--- config.mk ---
export PLATFORM = sky130hd
export DESIGN_NAME = npc_dist_unit
export DESIGN_NICKNAME = d
export VERILOG_FILES = /design/src/sv/nearest_palette_color_search_macros.svh /design/src/sv/npc_pkg.sv /design/src/sv/npc_dist_unit.sv
export SDC_FILE = /design/constraint.sdc
export NUM_CORES = 1
export LEC_CHECK = 0
export BUFFER_PORTS_ARGS = -buffer_cell sky130_fd_sc_hd__buf_2
export CAP_MARGIN = 25
export CORE_MARGIN = 2
export CORE_UTILIZATION = 45
export CTS_CLUSTER_SIZE = 25
export DETAILED_ROUTE_END_ITERATION = 8
export HOLD_SLACK_MARGIN = 0.05
export PLACE_DENSITY = 0.7
export SKIP_LAST_GASP = 1
export SYNTH_ARGS = -nofsm -noshare
export SYNTH_HDL_FRONTEND = slang
export SYNTH_SLANG_ARGS = --single-unit
--- constraint.sdc ---
create_clock -name clock -period 8.4 [get_ports clock]
set_clock_uncertainty 0.2 [all_clocks]
set_input_delay 0.42 -clock clock [delete_from_list [all_inputs] [get_ports clock]]
set_output_delay 0.42 -clock clock [all_outputs]
set_load 0.005 [all_outputs]
--- src/sv/nearest_palette_color_search_macros.svh ---
// Assertion macros shared by the nearest palette color search RTL.
`ifndef NEAREST_PALETTE_COLOR_SEARCH_MACROS_SVH
`define NEAREST_PALETTE_COLOR_SEARCH_MACROS_SVH

// Same-cycle implication, sampled on clock and disabled during reset.
`define NPC_ASSERT_IMP(label, ante, cons, msg) \
   label: assert property (@(posedge clock) disable iff (reset) (ante) |-> (cons)) \
      else $error(msg);

// Next-cycle implication, sampled on clock and disabled during reset.
`define NPC_ASSERT_NXT(label, ante, cons, msg) \
   label: assert property (@(posedge clock) disable iff (reset) (ante) |=> (cons)) \
      else $error(msg);

`endif

--- src/sv/npc_pkg.sv ---
// Shared types and constants of the nearest palette color search.
package npc_pkg;

   localparam int PIX_W   = 8;
   localparam int ENTRY_W = 3 * PIX_W;
   localparam int SQ_W    = 2 * PIX_W;
   localparam int DIST_W  = 18;
   localparam int IDX_W   = 8;
   localparam int COUNT_W = 9;
   localparam int SLOT_W  = 13;

   localparam logic [COUNT_W-1:0] ENTRIES_RESET = 9'd256;

   localparam logic OP_LOAD  = 1'b0;
   localparam logic OP_QUERY = 1'b1;

   // Travels with each palette read through the distance pipeline.
   typedef struct packed {
      logic             valid;
      logic             last;
      logic [IDX_W-1:0] idx;
   } tag_type;

endpackage

--- src/sv/npc_dist_unit.sv ---
// Two-stage squared distance unit, one palette entry per cycle.
module npc_dist_unit (
   input  logic                        clock,
   input  logic                        reset,
   input  logic [npc_pkg::ENTRY_W-1:0] entry,
   input  logic [npc_pkg::PIX_W-1:0]   red,
   input  logic [npc_pkg::PIX_W-1:0]   green,
   input  logic [npc_pkg::PIX_W-1:0]   blue,
   input  npc_pkg::tag_type            tag,
   output logic [npc_pkg::DIST_W-1:0]  dist_ff,
   output npc_pkg::tag_type            dist_tag_ff
);

   function automatic logic [npc_pkg::PIX_W-1:0] abs_diff(
      input logic [npc_pkg::PIX_W-1:0] a,
      input logic [npc_pkg::PIX_W-1:0] b
   );
      return (a > b) ? (a - b) : (b - a);
   endfunction

   logic [npc_pkg::PIX_W-1:0] dr, dg, db;
   logic [npc_pkg::SQ_W-1:0]  sq_r_ff, sq_g_ff, sq_b_ff;
   logic [npc_pkg::SQ_W-1:0]  sq_r_in, sq_g_in, sq_b_in;
   npc_pkg::tag_type          sq_tag_ff;

   always_comb begin
      dr = abs_diff(entry[23:16], red);
      dg = abs_diff(entry[15:8], green);
      db = abs_diff(entry[7:0], blue);
      sq_r_in = dr * dr;
      sq_g_in = dg * dg;
      sq_b_in = db * db;
   end

   always_ff @(posedge clock) begin
      sq_r_ff <= sq_r_in;
      sq_g_ff <= sq_g_in;
      sq_b_ff <= sq_b_in;
      dist_ff <= npc_pkg::DIST_W'(sq_r_ff) + npc_pkg::DIST_W'(sq_g_ff)
               + npc_pkg::DIST_W'(sq_b_ff);
   end

   always_ff @(posedge clock) begin
      if (reset) begin
         sq_tag_ff   <= '0;
         dist_tag_ff <= '0;
      end else begin
         sq_tag_ff   <= tag;
         dist_tag_ff <= sq_tag_ff;
      end
   end

endmodule
==> qor.yml <==
setup_path:
  crit_top_cell: "inv_1"
  worstRegToRegCells: 9
  critPathKind: "input port to flip-flop"
  cp-end-kind: "flip-flop"
  max_stage_delay_ps: 740
  regToRegSetupSlack_ps: 5270
  worst-path-max-fanout: 9
  worstPathRequired_ps: 8470
  crit_path_start: "entry[8]"
  cp_slowest_cell: "xnor2_1"
  r2r-start: "sq_r_ff[3]$_DFF_P_"
  startpoint_type: "input port"
  cp.arrival_ps: 6610
synth:
  netlist_area_um2: 9750
  syn_avg_cell_area_um2: 9.29
  synth-seq-cells: 83
  ys_seq_area_share_pct: 17.0
  synth.largest_area_cell: "fa_1"
  async_flop_share_pct: 0
  synth_ff_type: "dfxtp_1"
  yosys.cell_types.count: 66
  ys_warn_count: 0
  netlist.area_leader.share_pct: 19.9
  synth-edff-count: 0
  synthCells: 1050
  ys_top_cells_by_area: "fa_1 20%, ha_1 19%, dfxtp_1 17%"
cts:
  cts_buffers: 9
  htreeDepth: 3
  worstSkewPairLatency_ps: 340
  postCtsSetupRepairBufs: 0
  cts_resized: 0
  cts.clk_slew.worst_paths_ps: 60
  cts-root-buf: "clkbuf_16"
  cts_tree: "done"
  cts.sinks: 83
  clockBufferDepth: 2
  cts_hold_buffers: 0
hold_path:
  hold_start: "tag[5]"
  holdPathStages: 2
  hold_path.class: "input port to flip-flop"
sta:
  fin_tns_setup_ps: 0
  min_period_ps: 6540
  slew_violations: 0
  relSlewSlack_pct: 38.8
  hold_viol: 0
  rsz0062_at_grt: "false"
  clock.fmax_mhz: 153
  period_share_pct: 77.8
  setup_viol: 0
  tightestPinTransition_ps: 892
routing:
  post_drt_via_cell_ratio: 5.00
  drt_wl_total_um: 17400
  dr.pass1.iters: 4
  first_iter_violations: 288
  drc: 0
  num_vias: 7038
  drtAntennaViolNets: 0
  post_drt_wl_per_cell_um: 12.4
outcome:
  status: "complete, no violations"
placement:
  port_buffers: 87
  place_congestion: 0.843
  dp_hpwl_um: 14900
floorplanning:
  die_w_um: 151
  start_util_pct: 46.1
  io_pins: 88
  num_rows: 53
  die_height_um: 151
  dieArea_um2: 22900
  core-area_um2: 21200
finish:
  final_cell_mix: "201 x inv_1, 149 x ha_1, 97 x fa_1, 93 x nor2_1, 87 x buf_2"
  diodes: 0
  drive_above_1_share_pct: 13.6
  nets: 1435
  syn2layout_area_growth_pct: 10.1
  layout_commonest_cell: "inv_1"
run:
  max_cap_violations: 0
global_routing:
  grt_start_max_net_pins: 21
  grt_antenna_before_repair: 0
  track_usage_pct: 16.3
  grt_overflow: 0
  grt_pass1_vias: 6897
  grt_pass1_wl_um: 30600
-- cell families (layout without fill, tap and decap cells) --
family	count (synthesis)	in the layout	share of synthesized area (%)
xor gates and xnor gates	76	76	8.14
other	1	3	0.0385
AOI/OAI and AO/OA	175	175	12.4
DFF	83	83	17.0
adders and majority gates	246	246	39.0
muxes	19	19	2.37
and+or+nand+nor	225	225	11.7
buffers and inverters	225	307	9.23
-- flip-flops by register name (all words and copies together) (netlist names) --
register,flops
dist_tag_ff,10
dist_ff,18
sq_g_ff,15
sq_r_ff,15
sq_b_ff,15
sq_tag_ff,10
-- Yosys cell counts (all sizes together), types with 2 or more instances --
master     n
or2       19
buf       14
nor4b      3
xnor2     53
and4       4
a41oi      2
a21oi     65
o21ai     21
a211oi     4
a21o      32
o31ai      2
o22ai      4
a31o       2
o21a       6
nand3      3
nor3      10
a31oi      9
and3       4
o31a       3
clkbuf     8
o311ai     2
a221oi     5
nand2     26
a311oi     2
fa        97
mux2i     19
nand4     10
inv      203
nand2b    10
o211ai     2
o2bb2ai    3
o21bai     6
nand3b     7
dfxtp     83
a2111oi    2
or3        2
nor2      99
nor2b     24
ha       149
xor2      23
-- path summary, 6_finish.rpt --
| check | end |
|---|---|
| min reg2reg | dist_tag_ff[0]$_SDFF_PP0_ |
| max | sq_g_ff[13]$_DFF_P_ |
| min | sq_tag_ff[5]$_SDFF_PP0_ |
| max reg2reg | dist_ff[14]$_DFF_P_ |
-- stage by stage --
step                      std cells  setup slack (ps)  cell area (um^2)  hold WS (ps)  utilization, %
after floorplan                1052              2130              9760           214               -
after global placement         1393              1670             10400           216            49.2
after detailed placement       1393              1530             10400           226            49.2
after CTS                      1409              1880             10700          76.4            50.8
after global routing           1409              1450             10700           104            50.8
final                          1409              1860             10700          88.7            50.8
-- worst max-delay path, delay by kind of cell --
kind / cells / cell delay, ps
muxes: 1 / 150
and+or+nand+nor: 1 / 280
buffers and inverters: 6 / 350
AOI/OAI and AO/OA: 9 / 2180
xor gates and xnor gates: 2 / 880
adders and majority gates: 7 / 2320
-- layout make-up --
cell class	count	area [um^2]
clock buffers	9	225
clock inverters	7	106
fillers	1981	10400
inverters	203	762
multi-input cells	744	7200
flip-flops and latches	83	1660
well taps	275	344
repair buffers	88	443
-- routing by layer --
layer / up-vias / share of wire, % / global-route usage, % / wire (um)
met4: 0 / 1.1 / 2.99 / 183
met3: 19 / 4.8 / 2.68 / 836
met1: 3339 / 46 / 22.0 / 8030
met2: 130 / 48 / 27.9 / 8360
met5: - / 0 / 0 / 0
li1: 3550 / - / - / -
Power is left out: the tool's default activity adds up to more than one toggle a clock period on the data nets, which glitch-free logic cannot reach.
